## src/hw/rtl/rvic_pkg.sv

```systemverilog
// rvic_pkg: shared codes and types for the RV32 instruction classifier.
// Opcode, class, error and operation codes, plus the decoded result struct.
// No dependencies.
`timescale 1ns / 1ps

package rvic_pkg;

   // Major opcodes (instruction bits 6:0)
   localparam logic [6:0] OPC_LOAD   = 7'b0000011;
   localparam logic [6:0] OPC_STORE  = 7'b0100011;
   localparam logic [6:0] OPC_BRANCH = 7'b1100011;
   localparam logic [6:0] OPC_JALR   = 7'b1100111;
   localparam logic [6:0] OPC_JAL    = 7'b1101111;
   localparam logic [6:0] OPC_AMO    = 7'b0101111;
   localparam logic [6:0] OPC_OPIMM  = 7'b0010011;
   localparam logic [6:0] OPC_OP     = 7'b0110011;
   localparam logic [6:0] OPC_SYSTEM = 7'b1110011;
   localparam logic [6:0] OPC_LUI    = 7'b0110111;
   localparam logic [6:0] OPC_AUIPC  = 7'b0010111;
   localparam logic [6:0] OPC_FENCE  = 7'b0001111;

   // Instruction classes
   localparam logic [3:0] CL_LOAD   = 4'd0;
   localparam logic [3:0] CL_STORE  = 4'd1;
   localparam logic [3:0] CL_BRANCH = 4'd2;
   localparam logic [3:0] CL_JUMP   = 4'd3;
   localparam logic [3:0] CL_AMO    = 4'd4;
   localparam logic [3:0] CL_OPIMM  = 4'd5;
   localparam logic [3:0] CL_OP     = 4'd6;
   localparam logic [3:0] CL_SYSTEM = 4'd7;
   localparam logic [3:0] CL_UPPER  = 4'd8;
   localparam logic [3:0] CL_FENCE  = 4'd9;
   localparam logic [3:0] CL_LAST   = CL_FENCE;

   // Error codes
   localparam logic [1:0] ERR_NONE   = 2'd0;
   localparam logic [1:0] ERR_OPCODE = 2'd1;
   localparam logic [1:0] ERR_SUBFN  = 2'd2;

   // funct3 values shared by several classes
   localparam logic [2:0] F3_0 = 3'd0;
   localparam logic [2:0] F3_1 = 3'd1;
   localparam logic [2:0] F3_2 = 3'd2;
   localparam logic [2:0] F3_3 = 3'd3;
   localparam logic [2:0] F3_4 = 3'd4;
   localparam logic [2:0] F3_5 = 3'd5;
   localparam logic [2:0] F3_6 = 3'd6;
   localparam logic [2:0] F3_7 = 3'd7;

   // AMO funct5 (funct7 bits 6:2)
   localparam logic [4:0] AMO_LR   = 5'h02;
   localparam logic [4:0] AMO_SC   = 5'h03;
   localparam logic [4:0] AMO_SWAP = 5'h01;
   localparam logic [4:0] AMO_ADD  = 5'h00;
   localparam logic [4:0] AMO_XOR  = 5'h04;
   localparam logic [4:0] AMO_AND  = 5'h0C;
   localparam logic [4:0] AMO_OR   = 5'h08;
   localparam logic [4:0] AMO_MIN  = 5'h10;
   localparam logic [4:0] AMO_MAX  = 5'h14;
   localparam logic [4:0] AMO_MINU = 5'h18;
   localparam logic [4:0] AMO_MAXU = 5'h1C;

   // Privileged immediates and funct7 patterns
   localparam logic [11:0] IMM_ECALL  = 12'h000;
   localparam logic [11:0] IMM_EBREAK = 12'h001;
   localparam logic [11:0] IMM_SRET   = 12'h102;
   localparam logic [11:0] IMM_WFI    = 12'h105;
   localparam logic [6:0]  F7_SFENCE_VMA = 7'h09;
   localparam logic [6:0]  F7_SINVAL_VMA = 7'h0B;
   localparam logic [6:0]  F7_SFENCE_INV = 7'h0C;
   localparam logic [6:0]  F7_ZERO       = 7'h00;

   // Operation codes
   localparam logic [6:0] OP_LB = 7'd0, OP_LH = 7'd1, OP_LW = 7'd2, OP_LBU = 7'd3,
                          OP_LHU = 7'd4;
   localparam logic [6:0] OP_SB = 7'd5, OP_SH = 7'd6, OP_SW = 7'd7;
   localparam logic [6:0] OP_BEQ = 7'd8, OP_BNE = 7'd9, OP_BLT = 7'd10, OP_BGE = 7'd11,
                          OP_BLTU = 7'd12, OP_BGEU = 7'd13;
   localparam logic [6:0] OP_JALR = 7'd14, OP_JAL = 7'd15;
   localparam logic [6:0] OP_LR = 7'd16, OP_SC = 7'd17, OP_AMOSWAP = 7'd18,
                          OP_AMOADD = 7'd19, OP_AMOXOR = 7'd20, OP_AMOAND = 7'd21,
                          OP_AMOOR = 7'd22, OP_AMOMIN = 7'd23, OP_AMOMAX = 7'd24,
                          OP_AMOMINU = 7'd25, OP_AMOMAXU = 7'd26;
   localparam logic [6:0] OP_ADDI = 7'd27, OP_SLTI = 7'd28, OP_SLTIU = 7'd29,
                          OP_XORI = 7'd30, OP_ORI = 7'd31, OP_ANDI = 7'd32,
                          OP_SLLI = 7'd33, OP_SRLI = 7'd34, OP_SRAI = 7'd35;
   localparam logic [6:0] OP_ADD = 7'd36, OP_SUB = 7'd37, OP_SLL = 7'd38, OP_SLT = 7'd39,
                          OP_SLTU = 7'd40, OP_XOR = 7'd41, OP_SRL = 7'd42,
                          OP_SRA = 7'd43, OP_OR = 7'd44, OP_AND = 7'd45;
   localparam logic [6:0] OP_MUL = 7'd46;
   localparam logic [6:0] OP_ECALL = 7'd54, OP_EBREAK = 7'd55, OP_SRET = 7'd56,
                          OP_WFI = 7'd57, OP_SFENCE_VMA = 7'd58, OP_SINVAL_VMA = 7'd59,
                          OP_SFENCE_W_INVAL = 7'd60, OP_SFENCE_INVAL_IR = 7'd61;
   localparam logic [6:0] OP_CSRRW = 7'd62, OP_CSRRS = 7'd63, OP_CSRRC = 7'd64,
                          OP_CSRRWI = 7'd65, OP_CSRRSI = 7'd66, OP_CSRRCI = 7'd67;
   localparam logic [6:0] OP_LUI = 7'd68, OP_AUIPC = 7'd69, OP_MEM_FENCE = 7'd70,
                          OP_INSTR_FENCE = 7'd71;
   localparam logic [6:0] OP_NONE = 7'd0;

   // Decoded result of one instruction
   typedef struct packed {
      logic [3:0] instr_class;
      logic [6:0] operation;
      logic [1:0] decode_error;
   } decode_type;

endpackage

```

## src/hw/rtl/rv32_instruction_classifier_top.sv

```systemverilog
// Each accepted request beat passes the input reg, then the result reg, to its response.
// Throughput: one instruction per cycle unless stalled; decode is one combinational pass.
// Under backpressure both stages hold; a request beat then enters only an empty input reg.
// Reset (synchronous, active high) empties both stages; no other state is kept.
// rv32_instruction_classifier_top: RV32IMA instruction word to class / operation / error.
// Depends on rvic_pkg.
`timescale 1ns / 1ps

module rv32_instruction_classifier_top (
   input  logic        clock,
   input  logic        reset,
   input  logic        req_valid,
   output logic        req_ready,
   input  logic [31:0] req_instruction_word,
   output logic        rsp_valid,
   input  logic        rsp_ready,
   output logic [3:0]  rsp_instr_class,
   output logic [6:0]  rsp_operation,
   output logic [1:0]  rsp_decode_error
);

   logic                    req_valid_ff, req_valid_in;
   logic [31:0]             instr_ff;
   logic                    rsp_valid_ff, rsp_valid_in;
   rvic_pkg::decode_type    result_ff, result_in;
   logic                    stage2_ready;

   logic [6:0]  opc;
   logic [2:0]  f3;
   logic [4:0]  rs2;
   logic [6:0]  f7;
   logic [11:0] imm;

   // Handshake: each stage may load when it is empty or its beat moves on
   assign stage2_ready = !rsp_valid_ff || rsp_ready;
   assign req_ready    = !req_valid_ff || stage2_ready;
   assign req_valid_in = req_ready ? req_valid : req_valid_ff;
   assign rsp_valid_in = stage2_ready ? req_valid_ff : rsp_valid_ff;

   // Control registers
   always_ff @(posedge clock) begin
      if (reset) begin
         req_valid_ff <= 1'b0;
         rsp_valid_ff <= 1'b0;
      end else begin
         req_valid_ff <= req_valid_in;
         rsp_valid_ff <= rsp_valid_in;
      end
   end

   // Payload registers: capture the instruction, then the decoded result
   always_ff @(posedge clock) begin
      if (req_ready) begin
         instr_ff <= req_instruction_word;
      end
      if (stage2_ready) begin
         result_ff <= result_in;
      end
   end

   // Split the instruction into fields
   assign opc = instr_ff[6:0];
   assign f3  = instr_ff[14:12];
   assign rs2 = instr_ff[24:20];
   assign f7  = instr_ff[31:25];
   assign imm = instr_ff[31:20];

   // Decode class and operation; unmatched sub-functions leave OP_NONE and flag
   always_comb begin
      result_in.instr_class  = rvic_pkg::CL_LOAD;
      result_in.operation    = rvic_pkg::OP_NONE;
      result_in.decode_error = rvic_pkg::ERR_SUBFN;
      unique case (opc)
         rvic_pkg::OPC_LOAD: begin
            result_in.instr_class = rvic_pkg::CL_LOAD;
            unique case (f3)
               rvic_pkg::F3_0: result_in.operation = rvic_pkg::OP_LB;
               rvic_pkg::F3_1: result_in.operation = rvic_pkg::OP_LH;
               rvic_pkg::F3_2: result_in.operation = rvic_pkg::OP_LW;
               rvic_pkg::F3_4: result_in.operation = rvic_pkg::OP_LBU;
               rvic_pkg::F3_5: result_in.operation = rvic_pkg::OP_LHU;
               default:        result_in.operation = rvic_pkg::OP_NONE;
            endcase
            if (f3 != rvic_pkg::F3_3 && f3 != rvic_pkg::F3_6 && f3 != rvic_pkg::F3_7) begin
               result_in.decode_error = rvic_pkg::ERR_NONE;
            end
         end
         rvic_pkg::OPC_STORE: begin
            result_in.instr_class = rvic_pkg::CL_STORE;
            unique case (f3)
               rvic_pkg::F3_0: result_in.operation = rvic_pkg::OP_SB;
               rvic_pkg::F3_1: result_in.operation = rvic_pkg::OP_SH;
               rvic_pkg::F3_2: result_in.operation = rvic_pkg::OP_SW;
               default:        result_in.operation = rvic_pkg::OP_NONE;
            endcase
            if (f3 == rvic_pkg::F3_0 || f3 == rvic_pkg::F3_1 || f3 == rvic_pkg::F3_2) begin
               result_in.decode_error = rvic_pkg::ERR_NONE;
            end
         end
         rvic_pkg::OPC_BRANCH: begin
            result_in.instr_class = rvic_pkg::CL_BRANCH;
            unique case (f3)
               rvic_pkg::F3_0: result_in.operation = rvic_pkg::OP_BEQ;
               rvic_pkg::F3_1: result_in.operation = rvic_pkg::OP_BNE;
               rvic_pkg::F3_4: result_in.operation = rvic_pkg::OP_BLT;
               rvic_pkg::F3_5: result_in.operation = rvic_pkg::OP_BGE;
               rvic_pkg::F3_6: result_in.operation = rvic_pkg::OP_BLTU;
               rvic_pkg::F3_7: result_in.operation = rvic_pkg::OP_BGEU;
               default:        result_in.operation = rvic_pkg::OP_NONE;
            endcase
            if (f3 != rvic_pkg::F3_2 && f3 != rvic_pkg::F3_3) begin
               result_in.decode_error = rvic_pkg::ERR_NONE;
            end
         end
         rvic_pkg::OPC_JALR: begin
            result_in.instr_class  = rvic_pkg::CL_JUMP;
            result_in.operation    = rvic_pkg::OP_JALR;
            result_in.decode_error = rvic_pkg::ERR_NONE;
         end
         rvic_pkg::OPC_JAL: begin
            result_in.instr_class  = rvic_pkg::CL_JUMP;
            result_in.operation    = rvic_pkg::OP_JAL;
            result_in.decode_error = rvic_pkg::ERR_NONE;
         end
         rvic_pkg::OPC_AMO: begin
            // funct3 is not examined for atomics
            result_in.instr_class  = rvic_pkg::CL_AMO;
            result_in.decode_error = rvic_pkg::ERR_NONE;
            unique case (f7[6:2])
               rvic_pkg::AMO_LR:   result_in.operation = rvic_pkg::OP_LR;
               rvic_pkg::AMO_SC:   result_in.operation = rvic_pkg::OP_SC;
               rvic_pkg::AMO_SWAP: result_in.operation = rvic_pkg::OP_AMOSWAP;
               rvic_pkg::AMO_ADD:  result_in.operation = rvic_pkg::OP_AMOADD;
               rvic_pkg::AMO_XOR:  result_in.operation = rvic_pkg::OP_AMOXOR;
               rvic_pkg::AMO_AND:  result_in.operation = rvic_pkg::OP_AMOAND;
               rvic_pkg::AMO_OR:   result_in.operation = rvic_pkg::OP_AMOOR;
               rvic_pkg::AMO_MIN:  result_in.operation = rvic_pkg::OP_AMOMIN;
               rvic_pkg::AMO_MAX:  result_in.operation = rvic_pkg::OP_AMOMAX;
               rvic_pkg::AMO_MINU: result_in.operation = rvic_pkg::OP_AMOMINU;
               rvic_pkg::AMO_MAXU: result_in.operation = rvic_pkg::OP_AMOMAXU;
               default: begin
                  result_in.operation    = rvic_pkg::OP_NONE;
                  result_in.decode_error = rvic_pkg::ERR_SUBFN;
               end
            endcase
         end
         rvic_pkg::OPC_OPIMM: begin
            // every funct3 decodes; SRLI needs funct7 zero, else SRAI
            result_in.instr_class  = rvic_pkg::CL_OPIMM;
            result_in.decode_error = rvic_pkg::ERR_NONE;
            unique case (f3)
               rvic_pkg::F3_0: result_in.operation = rvic_pkg::OP_ADDI;
               rvic_pkg::F3_1: result_in.operation = rvic_pkg::OP_SLLI;
               rvic_pkg::F3_2: result_in.operation = rvic_pkg::OP_SLTI;
               rvic_pkg::F3_3: result_in.operation = rvic_pkg::OP_SLTIU;
               rvic_pkg::F3_4: result_in.operation = rvic_pkg::OP_XORI;
               rvic_pkg::F3_5: result_in.operation = (f7 == rvic_pkg::F7_ZERO) ?
                                  rvic_pkg::OP_SRLI : rvic_pkg::OP_SRAI;
               rvic_pkg::F3_6: result_in.operation = rvic_pkg::OP_ORI;
               default:        result_in.operation = rvic_pkg::OP_ANDI;
            endcase
         end
         rvic_pkg::OPC_OP: begin
            // funct7 bit 0 selects the multiply group by funct3 alone
            result_in.instr_class  = rvic_pkg::CL_OP;
            result_in.decode_error = rvic_pkg::ERR_NONE;
            if (f7[0]) begin
               result_in.operation = rvic_pkg::OP_MUL + {4'd0, f3};
            end else begin
               unique case (f3)
                  rvic_pkg::F3_0: result_in.operation = (f7 == rvic_pkg::F7_ZERO) ?
                                     rvic_pkg::OP_ADD : rvic_pkg::OP_SUB;
                  rvic_pkg::F3_1: result_in.operation = rvic_pkg::OP_SLL;
                  rvic_pkg::F3_2: result_in.operation = rvic_pkg::OP_SLT;
                  rvic_pkg::F3_3: result_in.operation = rvic_pkg::OP_SLTU;
                  rvic_pkg::F3_4: result_in.operation = rvic_pkg::OP_XOR;
                  rvic_pkg::F3_5: result_in.operation = (f7 == rvic_pkg::F7_ZERO) ?
                                     rvic_pkg::OP_SRL : rvic_pkg::OP_SRA;
                  rvic_pkg::F3_6: result_in.operation = rvic_pkg::OP_OR;
                  default:        result_in.operation = rvic_pkg::OP_AND;
               endcase
            end
         end
         rvic_pkg::OPC_SYSTEM: begin
            result_in.instr_class  = rvic_pkg::CL_SYSTEM;
            result_in.decode_error = rvic_pkg::ERR_NONE;
            unique case (f3)
               rvic_pkg::F3_0: begin
                  // immediate patterns take priority over funct7 patterns
                  if (imm == rvic_pkg::IMM_ECALL) begin
                     result_in.operation = rvic_pkg::OP_ECALL;
                  end else if (imm == rvic_pkg::IMM_EBREAK) begin
                     result_in.operation = rvic_pkg::OP_EBREAK;
                  end else if (imm == rvic_pkg::IMM_SRET) begin
                     result_in.operation = rvic_pkg::OP_SRET;
                  end else if (imm == rvic_pkg::IMM_WFI) begin
                     result_in.operation = rvic_pkg::OP_WFI;
                  end else if (f7 == rvic_pkg::F7_SFENCE_VMA) begin
                     result_in.operation = rvic_pkg::OP_SFENCE_VMA;
                  end else if (f7 == rvic_pkg::F7_SINVAL_VMA) begin
                     result_in.operation = rvic_pkg::OP_SINVAL_VMA;
                  end else if (f7 == rvic_pkg::F7_SFENCE_INV) begin
                     result_in.operation = (rs2 == 5'd0) ?
                        rvic_pkg::OP_SFENCE_W_INVAL : rvic_pkg::OP_SFENCE_INVAL_IR;
                  end else begin
                     result_in.operation    = rvic_pkg::OP_NONE;
                     result_in.decode_error = rvic_pkg::ERR_SUBFN;
                  end
               end
               rvic_pkg::F3_1: result_in.operation = rvic_pkg::OP_CSRRW;
               rvic_pkg::F3_2: result_in.operation = rvic_pkg::OP_CSRRS;
               rvic_pkg::F3_3: result_in.operation = rvic_pkg::OP_CSRRC;
               rvic_pkg::F3_5: result_in.operation = rvic_pkg::OP_CSRRWI;
               rvic_pkg::F3_6: result_in.operation = rvic_pkg::OP_CSRRSI;
               rvic_pkg::F3_7: result_in.operation = rvic_pkg::OP_CSRRCI;
               default: begin
                  result_in.operation    = rvic_pkg::OP_NONE;
                  result_in.decode_error = rvic_pkg::ERR_SUBFN;
               end
            endcase
         end
         rvic_pkg::OPC_LUI: begin
            result_in.instr_class  = rvic_pkg::CL_UPPER;
            result_in.operation    = rvic_pkg::OP_LUI;
            result_in.decode_error = rvic_pkg::ERR_NONE;
         end
         rvic_pkg::OPC_AUIPC: begin
            result_in.instr_class  = rvic_pkg::CL_UPPER;
            result_in.operation    = rvic_pkg::OP_AUIPC;
            result_in.decode_error = rvic_pkg::ERR_NONE;
         end
         rvic_pkg::OPC_FENCE: begin
            result_in.instr_class = rvic_pkg::CL_FENCE;
            if (f3 == rvic_pkg::F3_0) begin
               result_in.operation    = rvic_pkg::OP_MEM_FENCE;
               result_in.decode_error = rvic_pkg::ERR_NONE;
            end else if (f3 == rvic_pkg::F3_1) begin
               result_in.operation    = rvic_pkg::OP_INSTR_FENCE;
               result_in.decode_error = rvic_pkg::ERR_NONE;
            end
         end
         default: begin
            result_in.instr_class  = rvic_pkg::CL_LOAD;
            result_in.operation    = rvic_pkg::OP_NONE;
            result_in.decode_error = rvic_pkg::ERR_OPCODE;
         end
      endcase
   end

   // Drive the response port
   assign rsp_valid        = rsp_valid_ff;
   assign rsp_instr_class  = result_ff.instr_class;
   assign rsp_operation    = result_ff.operation;
   assign rsp_decode_error = result_ff.decode_error;

   // An unknown opcode reports class and operation zero
   a_opcode_err_zero: assert property (@(posedge clock) disable iff (reset)
      rsp_valid_ff && result_ff.decode_error == rvic_pkg::ERR_OPCODE |->
         result_ff.instr_class == rvic_pkg::CL_LOAD && result_ff.operation == rvic_pkg::OP_NONE)
      else $error("opcode error with nonzero class or operation");

   // A sub-function error reports operation zero
   a_subfn_err_zero: assert property (@(posedge clock) disable iff (reset)
      rsp_valid_ff && result_ff.decode_error == rvic_pkg::ERR_SUBFN |->
         result_ff.operation == rvic_pkg::OP_NONE)
      else $error("sub-function error with nonzero operation");

   // Decoded fields stay in range
   a_fields_range: assert property (@(posedge clock) disable iff (reset)
      rsp_valid_ff |-> result_ff.instr_class <= rvic_pkg::CL_LAST &&
         result_ff.operation <= rvic_pkg::OP_INSTR_FENCE &&
         result_ff.decode_error != 2'd3)
      else $error("decoded field out of range");

   // A beat in the input stage that moves on shows up as a response
   a_stage_advance: assert property (@(posedge clock) disable iff (reset)
      req_valid_ff && stage2_ready |=> rsp_valid_ff)
      else $error("input stage beat lost");

   // A waiting response never blocks an empty input stage
   a_ready_empty: assert property (@(posedge clock) disable iff (reset)
      !req_valid_ff |-> req_ready)
      else $error("request not ready with input stage empty");

endmodule
```

## config.mk

```make
export PLATFORM = sky130hd
export DESIGN_NAME = rv32_instruction_classifier_top
export DESIGN_NICKNAME = d
export VERILOG_FILES = /design/src/hw/rtl/rvic_pkg.sv /design/src/hw/rtl/rv32_instruction_classifier_top.sv
export SDC_FILE = /design/constraint.sdc
export NUM_CORES = 1
export LEC_CHECK = 0
export ABC_AREA = 1
export BUFFER_PORTS_ARGS = -buffer_cell sky130_fd_sc_hd__buf_2
export CORE_MARGIN = 2
export CORE_UTILIZATION = 50
export CTS_BUF_LIST = sky130_fd_sc_hd__clkbuf_8
export CTS_CLUSTER_DIAMETER = 40
export CTS_CLUSTER_SIZE = 25
export DETAILED_ROUTE_END_ITERATION = 8
export PLACE_DENSITY = 0.74
export SLEW_MARGIN = 20
export SYNTH_ARGS = -nofsm -noshare
export SYNTH_HDL_FRONTEND = slang
export SYNTH_SLANG_ARGS = --single-unit
export TNS_END_PERCENT = 100
```

## constraint.sdc

```tcl
create_clock -name clock -period 2.2 [get_ports clock]
set_clock_uncertainty 0.05 [all_clocks]
set_input_delay 0.44 -clock clock [delete_from_list [all_inputs] [get_ports clock]]
set_output_delay 0.44 -clock clock [all_outputs]
set_load 0.02 [all_outputs]
```

==> impl_table.tex, run 1 <==
\begin{tabular}{lr}
\hline
Metric & Value \\
\hline
\multicolumn{2}{l}{\textbf{Yosys}} \\
\quad Flip-flop and latch count after synthesis & 37 \\
\quad Cell count after synthesis & 308 \\
\quad Leading area contributor after synthesis & sky130\_fd\_sc\_hd\_\_edfxtp\_1 \\
\quad Number of distinct library cell variants in the gate-level netlist after synthesis & 19 \\
\quad Mean instance size in the synthesized netlist & 7.47 um2 \\
\quad Seq/Total Area, Yosys & 47.4\% \\
\quad Post-Syn Nets & 351 \\
\quad Netlist Area Pre-Place & 0.00230 mm2 \\
\quad Yosys warning count & 0 \\
\quad Main area contributors after synthesis & sky130\_fd\_sc\_hd\_\_edfxtp\_1 46\%, sky130\_fd\_sc\_hd\_\_nand2\_1 15\%, sky130\_fd\_sc\_hd\_\_nor2\_1 8.5\% \\
\quad Fraction of post-synthesis cell area in the top cell type by area & 45.7\% \\
\multicolumn{2}{l}{\textbf{Clocking}} \\
\quad Number of buffers created by CTS & 5 \\
\quad Clock sink total & 37 \\
\quad Buffer depth of the longest clock path & 2 \\
\quad CTS tree & built \\
\quad Post-CTS sizing & 0 \\
\quad Buffer cell driving the clock tree root & sky130\_fd\_sc\_hd\_\_clkbuf\_8 \\
\quad Later-pin clock latency in the skew report & 0.29 ns \\
\quad Number of H-tree levels & 2 \\
\quad Reg clk slew, reported paths & 0.07 ns \\
\quad Post-CTS Setup Repair Bufs & 0 \\
\quad Quantity of hold-fixing buffers added after cts & 0 \\
\multicolumn{2}{l}{\textbf{Final layout}} \\
\quad Fraction of layout instances using a drive strength above 1 & 15.7\% \\
\quad Diodes inserted & 0 \\
\quad Number of nets in the layout & 404 \\
\quad Synthesis-to-finish area growth & 17.2\% \\
\multicolumn{2}{l}{\textbf{Place}} \\
\quad IO buf count & 40 \\
\quad Total half-perimeter wirelength after legalization and detailed placement & 4220 um \\
\quad Final estimated routing congestion in global placement & 1.01 \\
\multicolumn{2}{l}{\textbf{Floorplanning}} \\
\quad Floorplan row count & 24 \\
\quad Effective utilization at floorplan & 52.5\% \\
\quad Total Die Area & 0.00516 mm2 \\
\quad Floorplan Core Area & 0.00438 mm2 \\
\quad Height of the die & 71.8 um \\
\quad Total I/O pin count & 51 \\
\quad X dimension of the die & 71.8 um \\
\multicolumn{2}{l}{\textbf{Timing}} \\
\quad Minimum period implied by the final worst setup slack & 1.87 ns \\
\quad Headroom to the max-slew limit & 60.0\% \\
\quad Count of final hold-check violations & 0 \\
\quad Transition time of the tightest slew-check pin & 0.599 ns \\
\quad Part of the cycle the worst path needs & 84.9\% \\
\quad Final Max Slew Viols & 0 \\
\quad Sum of negative setup slack & 0 ns \\
\quad Hold slack & 0.264 ns \\
\quad Highest attainable clock frequency & 0.535 GHz \\
\quad RSZ-0062 raised after global routing & no \\
\quad Final-report setup violation count & 0 \\
\multicolumn{2}{l}{\textbf{Worst hold path}} \\
\quad Tightest Hold Check Type & in2reg \\
\multicolumn{2}{l}{\textbf{GRT}} \\
\quad Via count of the first global-routing pass & 1863 \\
\quad Antenna violations before repair & 0 \\
\quad Total grt overflow & 0 \\
\quad Pin count of the biggest net entering global routing & 24 \\
\quad Wire length of the first global-routing pass & 8510 um \\
\quad All-Layer GR Usage & 21.6\% \\
\multicolumn{2}{l}{\textbf{Route}} \\
\quad Antenna violation net count after detailed routing & 0 \\
\quad Vias per inst & 5.17 \\
\quad Violation count after the first detailed-route iteration & 133 \\
\quad Total wirelength of the detailed-routed design & 5250 um \\
\quad Total iterations of the first detailed-routing run & 5 \\
\quad WL/cell & 12.7 um \\
\quad Post-route DRC violation count & 0 \\
\quad Vias & 2142 \\
\multicolumn{2}{l}{\textbf{Worst setup path}} \\
\quad CP Max Fanout & 7 \\
\quad Register-to-register setup slack & 0.33 ns \\
\quad Critical Path Start Type & flip-flop \\
\quad Worst path required time & 2.19 ns \\
\quad Crit end category & flip-flop \\
\quad Signal arrival time at the worst endpoint & 1.86 ns \\
\quad Worst setup path category & reg2reg \\
\multicolumn{2}{l}{\textbf{Pwr}} \\
\quad Peak supply drop & 0.283 mV \\
\quad Power density over cell area & 555 mW/mm2 \\
\quad Leakage power & 1.41 nW \\
\multicolumn{2}{l}{\textbf{Job}} \\
\quad Max capacitance violation total & 0 \\
\multicolumn{2}{l}{\textbf{Outcome}} \\
\quad Outcome & completed \\
\hline
\end{tabular}
-- placed cells by master, fill, tap and decap left out, types with 3 or more instances in the layout --
master	synthesis	routed
sky130_fd_sc_hd__buf_2	1	40
sky130_fd_sc_hd__o211ai_1	3	3
sky130_fd_sc_hd__ha_1	7	7
sky130_fd_sc_hd__nor3_1	3	3
sky130_fd_sc_hd__nor2_1	52	52
sky130_fd_sc_hd__buf_4	0	7
sky130_fd_sc_hd__nand3_1	28	28
sky130_fd_sc_hd__clkbuf_8	0	5
sky130_fd_sc_hd__a21oi_1	11	11
sky130_fd_sc_hd__edfxtp_1	35	35
sky130_fd_sc_hd__nand2_1	89	89
sky130_fd_sc_hd__o21ai_0	14	14
sky130_fd_sc_hd__nand4_1	8	8
sky130_fd_sc_hd__inv_1	46	47
-- worst max-delay path, stage by stage, from the launching register on --
cell	delay, ns
sky130_fd_sc_hd__edfxtp_1	0.47
sky130_fd_sc_hd__inv_1	0.18
sky130_fd_sc_hd__buf_4	0.19
sky130_fd_sc_hd__ha_1	0.22
sky130_fd_sc_hd__inv_1	0.06
sky130_fd_sc_hd__nand2_1	0.04
sky130_fd_sc_hd__inv_1	0.05
sky130_fd_sc_hd__nand2_1	0.04
sky130_fd_sc_hd__nand2_1	0.06
sky130_fd_sc_hd__nand3_1	0.07
sky130_fd_sc_hd__nor2_1	0.12
sky130_fd_sc_hd__nand2_1	0.06
-- synth_stat cells (all sizes together) --
cell and n:
nand2 89, edfxtp 35, nand4 8, dfxtp 2, buf 1, ha 7, a31oi 2, o31ai 1
o21ai 15, inv 46, o211ai 3, nor2 55, nor3 3, o22ai 2, a21oi 11, nand3 28
-- per-stage QoR --
stage          cell area [um2]  total power, mW  instances  util [%]  worst slack (ns)
2_1_floorplan             2300            0.984        308         -             0.442
3_3_place_gp              2610             1.06        406      59.6             0.364
3_5_place_dp              2610             1.06        406      59.6             0.348
4_1_cts                   2700             1.51        414      61.5             0.337
5_1_grt                   2700             1.56        414      61.5             0.197
6_report                  2700             1.50        414      61.5             0.332
-- per-layer routing --
layer / GRT usage (%) / share of wire, % / up-vias
li1: - / - / 1116
met1: 30.5 / 48 / 937
met2: 32.0 / 43 / 81
met3: 6.19 / 7.8 / 8
met4: 7.13 / 1.7 / 0
met5: 0 / 0 / -
-- final timing paths --
check,startpoint,to,cells past startpoint
max,instr_ff[13],rsp_operation[0],11
min,reset,rsp_valid,2
max reg2reg,instr_ff[13],rsp_operation[0],11
min reg2reg,req_valid_ff,rsp_valid,2
-- sequential cells by signal (all words and copies together) (netlist names) --
name and count:
rsp_instr_class 4, req_valid_ff 1, rsp_decode_error 2, rsp_operation 7, rsp_valid 1, instr_ff 22
-- logic make-up (layout without fill, tap and decap cells) --
logic type                 count (synthesis)  count (layout)  synth area share (%)
buffers and inverters                     47             101                  7.73
AOI/OAI and AO/OA                         34              34                  8.05
and+or+nand+nor                          183             183                  33.0
DFF                                       37              37                  47.4
adders and majority gates                  7               7                  3.81
-- where the power goes --
| part | switching [mW] | leakage (nW) | internal (mW) |
|---|---|---|---|
| Clock | 0.231 | 0.0491 | 0.215 |
| Combinational | 0.135 | 0.964 | 0.0751 |
| Sequential | 0.0293 | 0.399 | 0.812 |
| Total | 0.395 | 1.41 | 1.10 |
-- final cells by class --
| type | instances | area [um2] |
|---|---|---|
| clock inverters | 3 | 13.8 |
| fillers | 418 | 1690 |
| clock buffers | 5 | 68.8 |
| multi-input cells | 224 | 1030 |
| repair buffers | 47 | 253 |
| well taps | 52 | 65.1 |
| inverters | 46 | 173 |
| flip-flops and latches | 37 | 1090 |
Power figures use the tool's default switching activity.
==> run 2, diff against run 1 <==
Clock period 2.2 ns to 1.95 ns, I/O delays scaled along.
==> impl_table.tex, run 2 (synthesized netlist as in run 1, its figures left out) <==
\begin{tabular}{lr}
\hline
Metric & Value \\
\hline
\multicolumn{2}{l}{\textbf{Timing}} \\
\quad Part of the cycle the worst path needs & 93.7\% \\
\quad RSZ-0062 raised after global routing & yes \\
\quad Final Max Slew Viols & 0 \\
\quad Headroom to the max-slew limit & 61.7\% \\
\quad Highest attainable clock frequency & 0.547 GHz \\
\quad Count of final hold-check violations & 0 \\
\quad Transition time of the tightest slew-check pin & 0.574 ns \\
\quad Sum of negative setup slack & 0 ns \\
\quad Setup WS post-layout & 0.123 ns \\
\quad Final-report setup violation count & 0 \\
\quad Minimum period implied by the final worst setup slack & 1.83 ns \\
\quad Hold slack & 0.218 ns \\
\multicolumn{2}{l}{\textbf{Clocking}} \\
\quad Clock sink total & 37 \\
\quad Quantity of hold-fixing buffers added after cts & 0 \\
\quad Number of buffers created by CTS & 5 \\
\quad Later-pin clock latency in the skew report & 0.29 ns \\
\quad CTS tree & built \\
\quad Number of H-tree levels & 2 \\
\quad Reg clk slew, reported paths & 0.07 ns \\
\quad Buffer cell driving the clock tree root & sky130\_fd\_sc\_hd\_\_clkbuf\_8 \\
\quad Buffer depth of the longest clock path & 2 \\
\multicolumn{2}{l}{\textbf{Final layout}} \\
\quad Commonest cells after routing, fill and taps aside & 89 x sky130\_fd\_sc\_hd\_\_nand2\_1, 49 x sky130\_fd\_sc\_hd\_\_nor2\_1, 45 x sky130\_fd\_sc\_hd\_\_inv\_1 \\
\quad Number of filler cells placed in the layout & 398 \\
\quad Diodes inserted & 0 \\
\quad FF/Latch Area & 0.00109 mm2 \\
\quad Max reg flops & 22 \\
\quad Commonest non-fill, non-tap cell in the layout & sky130\_fd\_sc\_hd\_\_nand2\_1 \\
\quad Share of the core filled with cells & 64.8\% \\
\quad Synthesis-to-finish area growth & 23.6\% \\
\quad Number of nets in the layout & 419 \\
\quad Area occupied by multi-input gates & 0.00104 mm2 \\
\quad Fraction of layout instances using a drive strength above 1 & 20.4\% \\
\quad Most flop-heavy register & instr\_ff \\
\multicolumn{2}{l}{\textbf{Worst setup path}} \\
\quad Crit end category & flip-flop \\
\quad Worst setup path category & reg2reg \\
\quad Critical Path Start Type & flip-flop \\
\quad Signal arrival time at the worst endpoint & 1.83 ns \\
\quad CP Max Fanout & 5 \\
\quad Worst path required time & 1.95 ns \\
\multicolumn{2}{l}{\textbf{Floorplanning}} \\
\quad Floorplan Core Area & 0.00438 mm2 \\
\quad X dimension of the die & 71.8 um \\
\quad Total I/O pin count & 51 \\
\quad Floorplan row count & 24 \\
\quad Total Die Area & 0.00516 mm2 \\
\quad Effective utilization at floorplan & 52.5\% \\
\quad Height of the die & 71.8 um \\
\multicolumn{2}{l}{\textbf{Place}} \\
\quad Setup slack at placement & 0.148 ns \\
\quad IO buf count & 40 \\
\quad Final estimated routing congestion in global placement & 0.995 \\
\quad Total half-perimeter wirelength after legalization and detailed placement & 4420 um \\
\multicolumn{2}{l}{\textbf{Route}} \\
\quad Violation count after the first detailed-route iteration & 177 \\
\quad Antenna violation net count after detailed routing & 0 \\
\quad Total wirelength of the detailed-routed design & 5690 um \\
\quad Vias per inst & 5.22 \\
\quad Post-route DRC violation count & 0 \\
\quad Total iterations of the first detailed-routing run & 5 \\
\quad WL/cell & 13.3 um \\
\quad Vias & 2240 \\
\multicolumn{2}{l}{\textbf{Outcome}} \\
\quad Outcome & completed \\
\multicolumn{2}{l}{\textbf{Job}} \\
\quad Max capacitance violation total & 0 \\
\multicolumn{2}{l}{\textbf{Pwr}} \\
\quad Power density over cell area & 634 mW/mm2 \\
\quad Leakage power & 1.49 nW \\
\quad Peak supply drop & 0.421 mV \\
\multicolumn{2}{l}{\textbf{GRT}} \\
\quad Antenna violations before repair & 0 \\
\quad All-Layer GR Usage & 23.7\% \\
\quad Total grt overflow & 0 \\
\quad Pin count of the biggest net entering global routing & 17 \\
\quad Via count of the first global-routing pass & 2019 \\
\quad Wire length of the first global-routing pass & 9320 um \\
\multicolumn{2}{l}{\textbf{Worst hold path}} \\
\quad Tightest Hold Check Type & in2reg \\
\hline
\end{tabular}
-- run 2: cell count changes in the layout (fill, tap and decap cells not counted) --
cell / delta
sky130_fd_sc_hd__clkbuf_8: +2
sky130_fd_sc_hd__inv_1: -2
sky130_fd_sc_hd__nor2_4: +1
sky130_fd_sc_hd__clkinvlp_4: +1
sky130_fd_sc_hd__clkinv_2: -1
sky130_fd_sc_hd__nor2_1: -3
sky130_fd_sc_hd__nor2_2: +2
sky130_fd_sc_hd__buf_4: +15
-- run 2: power breakdown --
part	switching [mW]	leakage (nW)	internal (mW)	total [mW]
Sequential	0.0328	0.399	0.916	0.948
Combinational	0.164	1.03	0.106	0.270
Clock	0.264	0.0542	0.319	0.583
-- run 2: worst paths after layout --
path | from | endpoint | slack [ns] | cells past startpoint
worst max register to register | instr_ff[13] | rsp_operation[0] | 0.12 | 10
worst min register to register | req_valid_ff | rsp_valid | 0.42 | 2
worst max-delay path | instr_ff[13] | rsp_operation[0] | 0.12 | 10
worst min-delay path | req_instruction_word[20] | instr_ff[20] | 0.22 | 1
-- run 2: stage by stage --
stage,cells,area (um2),total power [mW]
floorplan,308,2300,1.11
global placement,414,2670,1.21
detailed placement,414,2670,1.21
CTS,422,2770,1.80
global route,429,2840,1.88
finish,429,2840,1.80
-- run 2: what timing repair did --
item                       CTS  global route
gates resized for setup      0             5
setup endpoints to repair    0             3
buffers inserted             0             7
-- run 2: worst max-delay path: stages (launching register included) --
cell and delay [ns]:
sky130_fd_sc_hd__edfxtp_1 0.43, sky130_fd_sc_hd__inv_1 0.14, sky130_fd_sc_hd__nand2_1 0.12, sky130_fd_sc_hd__nor2_1 0.09
sky130_fd_sc_hd__buf_4 0.14, sky130_fd_sc_hd__nand3_1 0.07, sky130_fd_sc_hd__nand2_1 0.05, sky130_fd_sc_hd__nor2_1 0.14
sky130_fd_sc_hd__nand3_1 0.11, sky130_fd_sc_hd__nor2_1 0.18, sky130_fd_sc_hd__nand2_1 0.07
-- run 2: layer usage --
layer	part of all wire (%)	vias up	track usage, %	wire, um
li1	-	1145	-	-
met1	47	984	33.7	2670
met2	45	104	36.2	2550
met3	6.6	7	5.20	377
met4	1.5	0	7.34	86
met5	0	-	0	0
-- run 2: final cells by class --
class / instances / area share [%]
clock inverter: 1 / 0.176
sequential: 37 / 38.4
timing repair buffer: 62 / 12.9
tap: 52 / 2.29
multi-input combinational: 224 / 36.7
clock buffer: 7 / 3.39
inverter: 46 / 6.21
